[src/sv/secc_pkg.sv]
// Package for the sensor EMA comfort classifier.
// Holds shared widths, filter constants, register indexes, class codes and structs.
// No dependencies.
package secc_pkg;

	localparam int SMOOTH_SHIFT = 4;
	localparam int FRAC_BITS    = 8;

	localparam int LIGHT_W = 16;
	localparam int SOUND_W = 16;
	localparam int TEMP_W  = 8;
	localparam int AVG_W   = 16;
	// Temperature arithmetic width: two guard bits above the average.
	localparam int TACC_W  = AVG_W + 2;

	localparam int CFG_INDEX_W = 2;
	localparam int CFG_DATA_W  = 16;

	localparam logic [CFG_INDEX_W-1:0] REG_LOUD_THRESHOLD = 2'd0;
	localparam logic [CFG_INDEX_W-1:0] REG_DARK_THRESHOLD = 2'd1;
	localparam logic [CFG_INDEX_W-1:0] REG_HOT_LIMIT      = 2'd2;
	localparam logic [CFG_INDEX_W-1:0] REG_COLD_LIMIT     = 2'd3;

	localparam logic [15:0] LOUD_RESET = 16'd3000;
	localparam logic [15:0] DARK_RESET = 16'd3000;
	localparam logic signed [7:0] HOT_RESET  = 8'sd30;
	localparam logic signed [7:0] COLD_RESET = 8'sd18;

	localparam int SCORE_W = 3;
	localparam logic [SCORE_W-1:0] WEIGHT_LOUD = 3'd3;
	localparam logic [SCORE_W-1:0] WEIGHT_DARK = 3'd2;
	localparam logic [SCORE_W-1:0] WEIGHT_TEMP = 3'd1;

	typedef enum logic [1:0] {
		CLASS_GOOD     = 2'd0,
		CLASS_MODERATE = 2'd1,
		CLASS_POOR     = 2'd2
	} comfort_class_t;

	localparam logic [6:0] BLEND_NONE = 7'd0;
	localparam logic [6:0] BLEND_LOW  = 7'd40;
	localparam logic [6:0] BLEND_HIGH = 7'd70;
	localparam logic [6:0] BLEND_FULL = 7'd100;

	typedef struct packed {
		logic [SOUND_W-1:0]       loud_threshold;
		logic [LIGHT_W-1:0]       dark_threshold;
		logic signed [TEMP_W-1:0] hot_limit;
		logic signed [TEMP_W-1:0] cold_limit;
	} cfg_t;

	typedef struct packed {
		logic [LIGHT_W-1:0]      light;
		logic [SOUND_W-1:0]      sound;
		logic signed [AVG_W-1:0] temp;
	} avg_t;

endpackage

[src/sv/secc_if.sv]
// Valid/ready channel interfaces for the sensor EMA comfort classifier.
// Depends on secc_pkg for field widths.
interface secc_sample_if;
	import secc_pkg::*;
	logic                     valid;
	logic                     ready;
	logic [LIGHT_W-1:0]       light_sample;
	logic [SOUND_W-1:0]       sound_sample;
	logic signed [TEMP_W-1:0] temp_sample;

	modport source (output valid, light_sample, sound_sample, temp_sample, input ready);
	modport sink (input valid, light_sample, sound_sample, temp_sample, output ready);
endinterface

interface secc_result_if;
	import secc_pkg::*;
	logic                     valid;
	logic                     ready;
	logic [LIGHT_W-1:0]       light_average;
	logic [SOUND_W-1:0]       sound_average;
	logic signed [TEMP_W-1:0] temp_whole;
	logic [7:0]               temp_fraction;
	logic [1:0]               comfort_class;
	logic [6:0]               blend_level;

	modport source (output valid, light_average, sound_average, temp_whole, temp_fraction,
		comfort_class, blend_level, input ready);
	modport sink (input valid, light_average, sound_average, temp_whole, temp_fraction,
		comfort_class, blend_level, output ready);
endinterface

[src/sv/secc_filter.sv]
// Moving average state and update logic for light, sound and temperature.
// Depends on secc_pkg.
module secc_filter (
	input  logic                             clk,
	input  logic                             arst_n,
	input  logic                             update,
	input  logic [secc_pkg::LIGHT_W-1:0]     light_sample,
	input  logic [secc_pkg::SOUND_W-1:0]     sound_sample,
	input  logic signed [secc_pkg::TEMP_W-1:0] temp_sample,
	output secc_pkg::avg_t                   avg_next
);
	import secc_pkg::*;

	logic [LIGHT_W-1:0]       light_avg_q;
	logic [SOUND_W-1:0]       sound_avg_q;
	logic signed [AVG_W-1:0]  temp_avg_q;
	logic                     temp_seeded_q;

	logic signed [AVG_W-1:0]  temp_scaled;
	logic signed [TACC_W-1:0] temp_base;
	logic signed [TACC_W-1:0] temp_sum;
	logic signed [AVG_W-1:0]  temp_sat;

	always_comb begin
		avg_next.light = light_avg_q - (light_avg_q >> SMOOTH_SHIFT) + (light_sample >> SMOOTH_SHIFT);
		avg_next.sound = sound_avg_q - (sound_avg_q >> SMOOTH_SHIFT) + (sound_sample >> SMOOTH_SHIFT);

		temp_scaled = AVG_W'(temp_sample) <<< FRAC_BITS;
		// Before the first sample the average takes the scaled sample itself.
		temp_base = temp_seeded_q ? TACC_W'(temp_avg_q) : TACC_W'(temp_scaled);
		temp_sum  = temp_base - (temp_base >>> SMOOTH_SHIFT) + (TACC_W'(temp_scaled) >>> SMOOTH_SHIFT);

		if (temp_sum > TACC_W'(signed'({1'b0, {(AVG_W-1){1'b1}}}))) begin
			temp_sat = {1'b0, {(AVG_W-1){1'b1}}};
		end else if (temp_sum < TACC_W'(signed'({1'b1, {(AVG_W-1){1'b0}}}))) begin
			temp_sat = {1'b1, {(AVG_W-1){1'b0}}};
		end else begin
			temp_sat = temp_sum[AVG_W-1:0];
		end
		avg_next.temp = temp_sat;
	end

	always_ff @(posedge clk or negedge arst_n) begin
		if (!arst_n) begin
			light_avg_q   <= '0;
			sound_avg_q   <= '0;
			temp_avg_q    <= '0;
			temp_seeded_q <= 1'b0;
		end else if (update) begin
			light_avg_q   <= avg_next.light;
			sound_avg_q   <= avg_next.sound;
			temp_avg_q    <= avg_next.temp;
			temp_seeded_q <= 1'b1;
		end
	end

endmodule

[src/sv/secc_score.sv]
// Threshold checks, weighted comfort score, and class and blend mapping.
// Depends on secc_pkg.
module secc_score (
	input  secc_pkg::cfg_t                   cfg,
	input  logic [secc_pkg::LIGHT_W-1:0]     light_sample,
	input  logic [secc_pkg::SOUND_W-1:0]     sound_sample,
	input  logic signed [secc_pkg::TEMP_W-1:0] temp_sample,
	output logic [1:0]                       comfort_class,
	output logic [6:0]                       blend_level
);
	import secc_pkg::*;

	logic [SCORE_W-1:0] score;

	always_comb begin
		score = '0;
		if (sound_sample > cfg.loud_threshold) score = score + WEIGHT_LOUD;
		if (light_sample > cfg.dark_threshold) score = score + WEIGHT_DARK;
		if (temp_sample > cfg.hot_limit) score = score + WEIGHT_TEMP;
		if (temp_sample < cfg.cold_limit) score = score + WEIGHT_TEMP;

		case (score) inside
			3'd0: begin
				comfort_class = CLASS_GOOD;
				blend_level   = BLEND_NONE;
			end
			3'd1, 3'd2: begin
				comfort_class = CLASS_MODERATE;
				blend_level   = BLEND_LOW;
			end
			3'd3: begin
				comfort_class = CLASS_POOR;
				blend_level   = BLEND_HIGH;
			end
			default: begin
				comfort_class = CLASS_POOR;
				blend_level   = BLEND_FULL;
			end
		endcase
	end

endmodule

[src/sv/sensor_ema_comfort_classifier_top.sv]
// Top level of the sensor EMA comfort classifier: configuration registers,
// input and result registers. Depends on secc_pkg, secc_if, secc_filter, secc_score.
//
// Each sample item (light, sound, temperature) yields exactly one result item.
// The block is a two-register pipeline: an accepted item is held in an input
// register, where the moving-average update (a 1/16 shift-and-add on each
// channel, with temperature kept as a signed value scaled by 256) and the
// threshold score are computed, and is then loaded into the result register
// once that register is free, and the result is offered from there. A new
// item can be accepted every cycle while results are taken; the result
// register and the input register together hold two items, so the input side
// can accept one more item while one finished result waits to be taken. The
// averages advance only when an item moves from the input register into the
// result register, so every result reflects all earlier items in order. The
// very first temperature sample after reset seeds its average before the
// update. Light and sound averages are unsigned; temperature is reported as
// whole degrees (floor) and a fraction in 1/256 degree.
// The score adds 3 for sound above loud_threshold, 2 for light above
// dark_threshold and 1 each for temperature above hot_limit or below cold_limit;
// score 0 is class 0 (blend 0), 1 or 2 is class 1 (blend 40), 3 is class 2
// (blend 70) and anything higher is class 2 (blend 100). Configuration registers
// are written through cfg_wr_en, cfg_index and cfg_data and take effect at once;
// they should be written only while no item is in flight.
module sensor_ema_comfort_classifier_top (
	input  logic                             clk,
	input  logic                             arst_n,
	input  logic                             cfg_wr_en,
	input  logic [secc_pkg::CFG_INDEX_W-1:0] cfg_index,
	input  logic [secc_pkg::CFG_DATA_W-1:0]  cfg_data,
	secc_sample_if.sink                      samples,
	secc_result_if.source                    results
);
	import secc_pkg::*;

	cfg_t cfg_q;

	logic                     valid_s1;
	logic [LIGHT_W-1:0]       light_s1;
	logic [SOUND_W-1:0]       sound_s1;
	logic signed [TEMP_W-1:0] temp_s1;

	logic                     valid_s2;
	logic [LIGHT_W-1:0]       light_avg_s2;
	logic [SOUND_W-1:0]       sound_avg_s2;
	logic signed [TEMP_W-1:0] temp_whole_s2;
	logic [7:0]               temp_fraction_s2;
	logic [1:0]               class_s2;
	logic [6:0]               blend_s2;

	logic                     s2_free;
	logic                     advance;
	avg_t                     avg_next;
	logic signed [AVG_W-1:0]  temp_whole_full;
	logic [1:0]               class_next;
	logic [6:0]               blend_next;

	// Configuration registers; an index with no register is ignored.
	always_ff @(posedge clk or negedge arst_n) begin
		if (!arst_n) begin
			cfg_q.loud_threshold <= LOUD_RESET;
			cfg_q.dark_threshold <= DARK_RESET;
			cfg_q.hot_limit      <= HOT_RESET;
			cfg_q.cold_limit     <= COLD_RESET;
		end else if (cfg_wr_en) begin
			unique case (cfg_index)
				REG_LOUD_THRESHOLD: cfg_q.loud_threshold <= cfg_data;
				REG_DARK_THRESHOLD: cfg_q.dark_threshold <= cfg_data;
				REG_HOT_LIMIT:      cfg_q.hot_limit      <= cfg_data[TEMP_W-1:0];
				REG_COLD_LIMIT:     cfg_q.cold_limit     <= cfg_data[TEMP_W-1:0];
				default: ;
			endcase
		end
	end

	// The result register can load when it is empty or its item is being taken.
	assign s2_free       = !valid_s2 || results.ready;
	assign advance       = valid_s1 && s2_free;
	assign samples.ready = !valid_s1 || s2_free;

	always_ff @(posedge clk or negedge arst_n) begin
		if (!arst_n) begin
			valid_s1 <= 1'b0;
		end else if (samples.ready) begin
			valid_s1 <= samples.valid;
		end
	end

	always_ff @(posedge clk) begin
		if (samples.ready && samples.valid) begin
			light_s1 <= samples.light_sample;
			sound_s1 <= samples.sound_sample;
			temp_s1  <= samples.temp_sample;
		end
	end

	secc_filter u_filter (
		.clk          (clk),
		.arst_n       (arst_n),
		.update       (advance),
		.light_sample (light_s1),
		.sound_sample (sound_s1),
		.temp_sample  (temp_s1),
		.avg_next     (avg_next)
	);

	secc_score u_score (
		.cfg           (cfg_q),
		.light_sample  (light_s1),
		.sound_sample  (sound_s1),
		.temp_sample   (temp_s1),
		.comfort_class (class_next),
		.blend_level   (blend_next)
	);

	// Floor of the scaled average gives whole degrees; only the low byte is reported.
	assign temp_whole_full = avg_next.temp >>> FRAC_BITS;

	always_ff @(posedge clk or negedge arst_n) begin
		if (!arst_n) begin
			valid_s2 <= 1'b0;
		end else if (s2_free) begin
			valid_s2 <= valid_s1;
		end
	end

	always_ff @(posedge clk) begin
		if (advance) begin
			light_avg_s2     <= avg_next.light;
			sound_avg_s2     <= avg_next.sound;
			temp_whole_s2    <= temp_whole_full[TEMP_W-1:0];
			temp_fraction_s2 <= avg_next.temp[7:0];
			class_s2         <= class_next;
			blend_s2         <= blend_next;
		end
	end

	assign results.valid         = valid_s2;
	assign results.light_average = light_avg_s2;
	assign results.sound_average = sound_avg_s2;
	assign results.temp_whole    = temp_whole_s2;
	assign results.temp_fraction = temp_fraction_s2;
	assign results.comfort_class = class_s2;
	assign results.blend_level   = blend_s2;

endmodule
[src/flat_wrapper.sv]
// flat-port wrapper written by rule: the top's interface ports become plain ports
module sensor_ema_comfort_classifier_top_flat import secc_pkg::*;
  (clk, arst_n, cfg_wr_en, cfg_index, cfg_data, samples_valid, samples_light_sample, samples_sound_sample, samples_temp_sample, samples_ready, results_valid, results_light_average, results_sound_average, results_temp_whole, results_temp_fraction, results_comfort_class, results_blend_level, results_ready);
  secc_sample_if samples_i ();
  secc_result_if results_i ();
  input  logic clk;
  input  logic arst_n;
  input  logic cfg_wr_en;
  input  logic [secc_pkg::CFG_INDEX_W-1:0] cfg_index;
  input  logic [secc_pkg::CFG_DATA_W-1:0] cfg_data;
  input wire logic [$bits(samples_i.valid)-1:0] samples_valid;
  input wire logic [$bits(samples_i.light_sample)-1:0] samples_light_sample;
  input wire logic [$bits(samples_i.sound_sample)-1:0] samples_sound_sample;
  input wire logic [$bits(samples_i.temp_sample)-1:0] samples_temp_sample;
  output wire logic [$bits(samples_i.ready)-1:0] samples_ready;
  output wire logic [$bits(results_i.valid)-1:0] results_valid;
  output wire logic [$bits(results_i.light_average)-1:0] results_light_average;
  output wire logic [$bits(results_i.sound_average)-1:0] results_sound_average;
  output wire logic [$bits(results_i.temp_whole)-1:0] results_temp_whole;
  output wire logic [$bits(results_i.temp_fraction)-1:0] results_temp_fraction;
  output wire logic [$bits(results_i.comfort_class)-1:0] results_comfort_class;
  output wire logic [$bits(results_i.blend_level)-1:0] results_blend_level;
  input wire logic [$bits(results_i.ready)-1:0] results_ready;
  assign samples_i.valid = samples_valid;
  assign samples_i.light_sample = samples_light_sample;
  assign samples_i.sound_sample = samples_sound_sample;
  assign samples_i.temp_sample = samples_temp_sample;
  assign samples_ready = samples_i.ready;
  assign results_valid = results_i.valid;
  assign results_light_average = results_i.light_average;
  assign results_sound_average = results_i.sound_average;
  assign results_temp_whole = results_i.temp_whole;
  assign results_temp_fraction = results_i.temp_fraction;
  assign results_comfort_class = results_i.comfort_class;
  assign results_blend_level = results_i.blend_level;
  assign results_i.ready = results_ready;
  sensor_ema_comfort_classifier_top u_core (.clk(clk), .arst_n(arst_n), .cfg_wr_en(cfg_wr_en), .cfg_index(cfg_index), .cfg_data(cfg_data), .samples(samples_i), .results(results_i));
endmodule
[config.mk]
export PLATFORM = sky130hd
export DESIGN_NAME = sensor_ema_comfort_classifier_top_flat
export DESIGN_NICKNAME = d
export VERILOG_FILES = /design/src/sv/secc_pkg.sv /design/src/sv/secc_if.sv /design/src/sv/secc_filter.sv /design/src/sv/secc_score.sv /design/src/sv/sensor_ema_comfort_classifier_top.sv /design/src/flat_wrapper.sv
export SDC_FILE = /design/constraint.sdc
export NUM_CORES = 1
export LEC_CHECK = 0
export ABC_AREA = 0
export BUFFER_PORTS_ARGS = -buffer_cell sky130_fd_sc_hd__buf_2
export CORE_UTILIZATION = 55
export DETAILED_ROUTE_END_ITERATION = 16
export PLACE_DENSITY = 0.75
export SLEW_MARGIN = 25
export SYNTH_ARGS = -nofsm -noshare
export SYNTH_HDL_FRONTEND = slang
export SYNTH_HIERARCHICAL = 1
export SYNTH_SLANG_ARGS = --single-unit
[constraint.sdc]
create_clock -name clk -period 5.9 [get_ports clk]
set_input_delay 0.59 -clock clk [delete_from_list [all_inputs] [get_ports clk]]
set_output_delay 0.59 -clock clk [all_outputs]
set_load 0.005 [all_outputs]
==> out/qor.txt <==
post-route ant nets = 0
TNS Setup = 0 ns
Critical Path Sink Type = register
initial antenna violation count = 3
final setup vio count = 0
Final #Nets = 1456
DP Worst Slack = 1.53 ns
share of layout cells above drive strength 1 = 0.215
P&R area growth vs syn = 11.5%
Max Used Layer = met4
CTS clk-pin slew, worst paths = 0.07 ns
most used cell, CP = a21oi_2
RSZ-0062 raised after global routing = no
Worst Skew = 0.0114 ns
Tightest Hold Check Type = in2async
Starting Density = 0.562
CTS hold repair buffers = 0
Slew Viols, Final = 0
vias in the first global route = 8533
post-synthesis area per instance = 10.8 um^2
Fmax achieved = 0.223 GHz
vias post-DR = 8686
wire length on met1 = 11.9 mm
Routed WL = 26.2 mm
Resized cells post-CTS = 0
met2 WL = 12.3 mm
postcts setup bufs = 0
Clock Path Buffers = 2
first-pass GRT wire length = 42.4 mm
I/O Pins = 122
number of synthesized flops with an enable pin = 97
Post-Syn Area = 0.0123 mm^2
Async SR Flop Fraction = 0.505
ratio of routed vias to standard cells = 5.60
CTS tree = built
max-cap viol count = 0
critical path peak fanout = 23
met3 wire len = 1.56 mm
Post-route DRC = 0
largest net degree at the start of global routing = 74
Iteration-0 DRC Markers = 567
CP bufs+invs = 1
root buf cell = clkbuf_16
post-route clock period utilization = 0.760
final hold violations = 0
clock tree sinks = 196
cts bufs inserted = 17
worst relative slew slack = 0.366
num rows = 54
Seq/Total Area, Yosys = 0.440
clk_lat worst skew = 0.44 ns
post-route setup slack = 1.42 ns
Synth Flop Type = edfxtp_1
HPWL Detailed = 19.8 mm
Top delay family on crit path = compound AO/OA/AOI/OAI gates
Reg2Reg Launch Point = u_core/u_filter/temp_seeded_q
critical path class = reg2reg
synth warn = 6
CTS HTree Levels = 4
Worst EP required = 6.21 ns
IO buf count = 121
Largest stage delay, worst path = 0.78 ns
1st-pass router iterations = 5
Least-Margin Pin Slew = 0.948 ns
gpl congestion = 0.870
WL/cell = 16.9 um
Remaining Overflow, GRT = 0
crit path DAT = 4.79 ns
Synth cell types = 87
Die ar. = 0.0230 mm^2
min Tclk post-route = 4.48 ns
die width = 152 um
Die Height = 152 um
status = completed
#FFs+latches synth = 196
Global Route Usage Sum = 0.241
core area = 0.0219 mm^2
crit path launch = u_core/u_filter/temp_seeded_q
Slowest-stage cell, CP = dfrtp_1
CP startpoint kind = register
Post-Syn Instances = 1136
critical-path cell list = mux2i_1 > buf_4 > fa_1 > ha_1 > a21oi_1 > o21ai_1 > a2111oi_2 > a21oi_2 > xor2_1 > a21oi_2 > o311ai_1
-- registers in the layout (all words and copies together) (netlist names) --
register                       flops
u_core/results.temp_whole          8
u_core/results.valid               1
u_core/u_filter/temp_seeded_q      1
u_core/light_s1                   16
u_core/cfg_q                      48
u_core/results.comfort_class       2
u_core/results.blend_level         7
u_core/sound_s1                   16
u_core/results.light_average      16
u_core/valid_s1                    1
u_core/results.sound_average      16
u_core/u_filter/light_avg_q       16
u_core/u_filter/temp_avg_q        16
u_core/u_filter/sound_avg_q       16
u_core/temp_s1                     8
u_core/results.temp_fraction       8
-- cells in the mapped netlist (all sizes together), types with 12 or more instances --
library cell	count	area share
a21o	17	0.010
a21oi	79	0.034
buf	15	0.010
clkbuf	12	0.0037
dfrtp	79	0.16
dfstp	20	0.043
edfxtp	97	0.24
fa	36	0.059
ha	103	0.10
inv	194	0.059
mux2	60	0.055
nand2	71	0.023
nand3	18	0.0077
nor2	50	0.015
nor2b	12	0.0061
nor3	14	0.0057
o21ai	59	0.026
xnor2	29	0.022
-- area by class of cell --
type	count	area (um^2)
inverters	195	732
diodes	3	7.51
multi-input cells	719	5990
flip-flops and latches	196	5420
clock inverters	13	110
repair buffers	125	642
well taps	280	350
fillers	1760	8180
clock buffers	19	464
-- logic make-up (layout without fill, tap and decap cells) --
| kind of cell | count (synthesis) | count (layout) | synth area share |
|---|---|---|---|
| compound gates | 247 | 247 | 0.137 |
| xor+xnor | 41 | 41 | 0.0318 |
| fa+ha+maj | 139 | 139 | 0.163 |
| buf+inv | 222 | 352 | 0.0732 |
| flops | 196 | 196 | 0.440 |
| mux | 67 | 67 | 0.0616 |
| other cells | 1 | 5 | 0.000305 |
| simple gates | 223 | 223 | 0.0927 |
-- routing by layer --
layer / global-route usage / vias up
li1: - / 4189
met1: 0.338 / 4197
met2: 0.378 / 264
met3: 0.0410 / 36
met4: 0.0861 / 0
met5: 0 / -
-- stage by stage --
step	utilization	cells	instance area, um^2	hold slack [ns]
floorplan	-	1137	12300	0.294
global placement	0.600	1515	13100	0.484
detailed placement	0.600	1515	13100	0.485
CTS	0.626	1547	13700	0.0671
global route	0.626	1549	13700	0.0822
finish	0.626	1550	13700	0.0706
-- worst register-to-register path: cells and delay by family (launching register included) --
kind                     cells  cell delay, ns
adder cells (fa/ha/maj)      2            0.81
flip-flops                   1            0.78
XOR/XNOR                     1            0.76
buffers and inverters        1            0.21
AO/OA/AOI/OAI                6            1.54
multiplexers                 1            0.26
-- cells in the final DEF (no fill, tap or decap), drive strengths merged, types with 8 or more instances in the layout --
| cell type | instances |
|---|---|
| inv | 202 |
| buf | 125 |
| ha | 103 |
| edfxtp | 97 |
| dfrtp | 79 |
| a21oi | 79 |
| nand2 | 71 |
| mux2 | 60 |
| o21ai | 59 |
| nor2 | 50 |
| fa | 36 |
| xnor2 | 29 |
| dfstp | 20 |
| clkbuf | 19 |
| nand3 | 18 |
| a21o | 17 |
| nor3 | 14 |
| nor2b | 12 |
| xor2 | 11 |
| o211ai | 11 |
| o21a | 10 |
| a211oi | 10 |
| nand4 | 8 |
| and2 | 8 |
-- final timing paths --
check / cells after the start / slack (ns) / end
worst max register to register: 11 / 1.42 / u_core/u_filter/temp_avg_q[1]
worst min-delay path: 1 / 0.07 / u_core/u_filter/light_avg_q[6]
worst min register to register: 1 / 0.51 / u_core/cfg_q[2]
min in group clk: 1 / 0.32 / u_core/sound_s1[1]
worst max-delay path: 11 / 1.42 / u_core/u_filter/temp_avg_q[1]
max in group asynchronous: 2 / 4.81 / u_core/cfg_q[47]
Power is left out: the tool's default activity adds up to more than one toggle a clock period on the data nets, which glitch-free logic cannot reach.
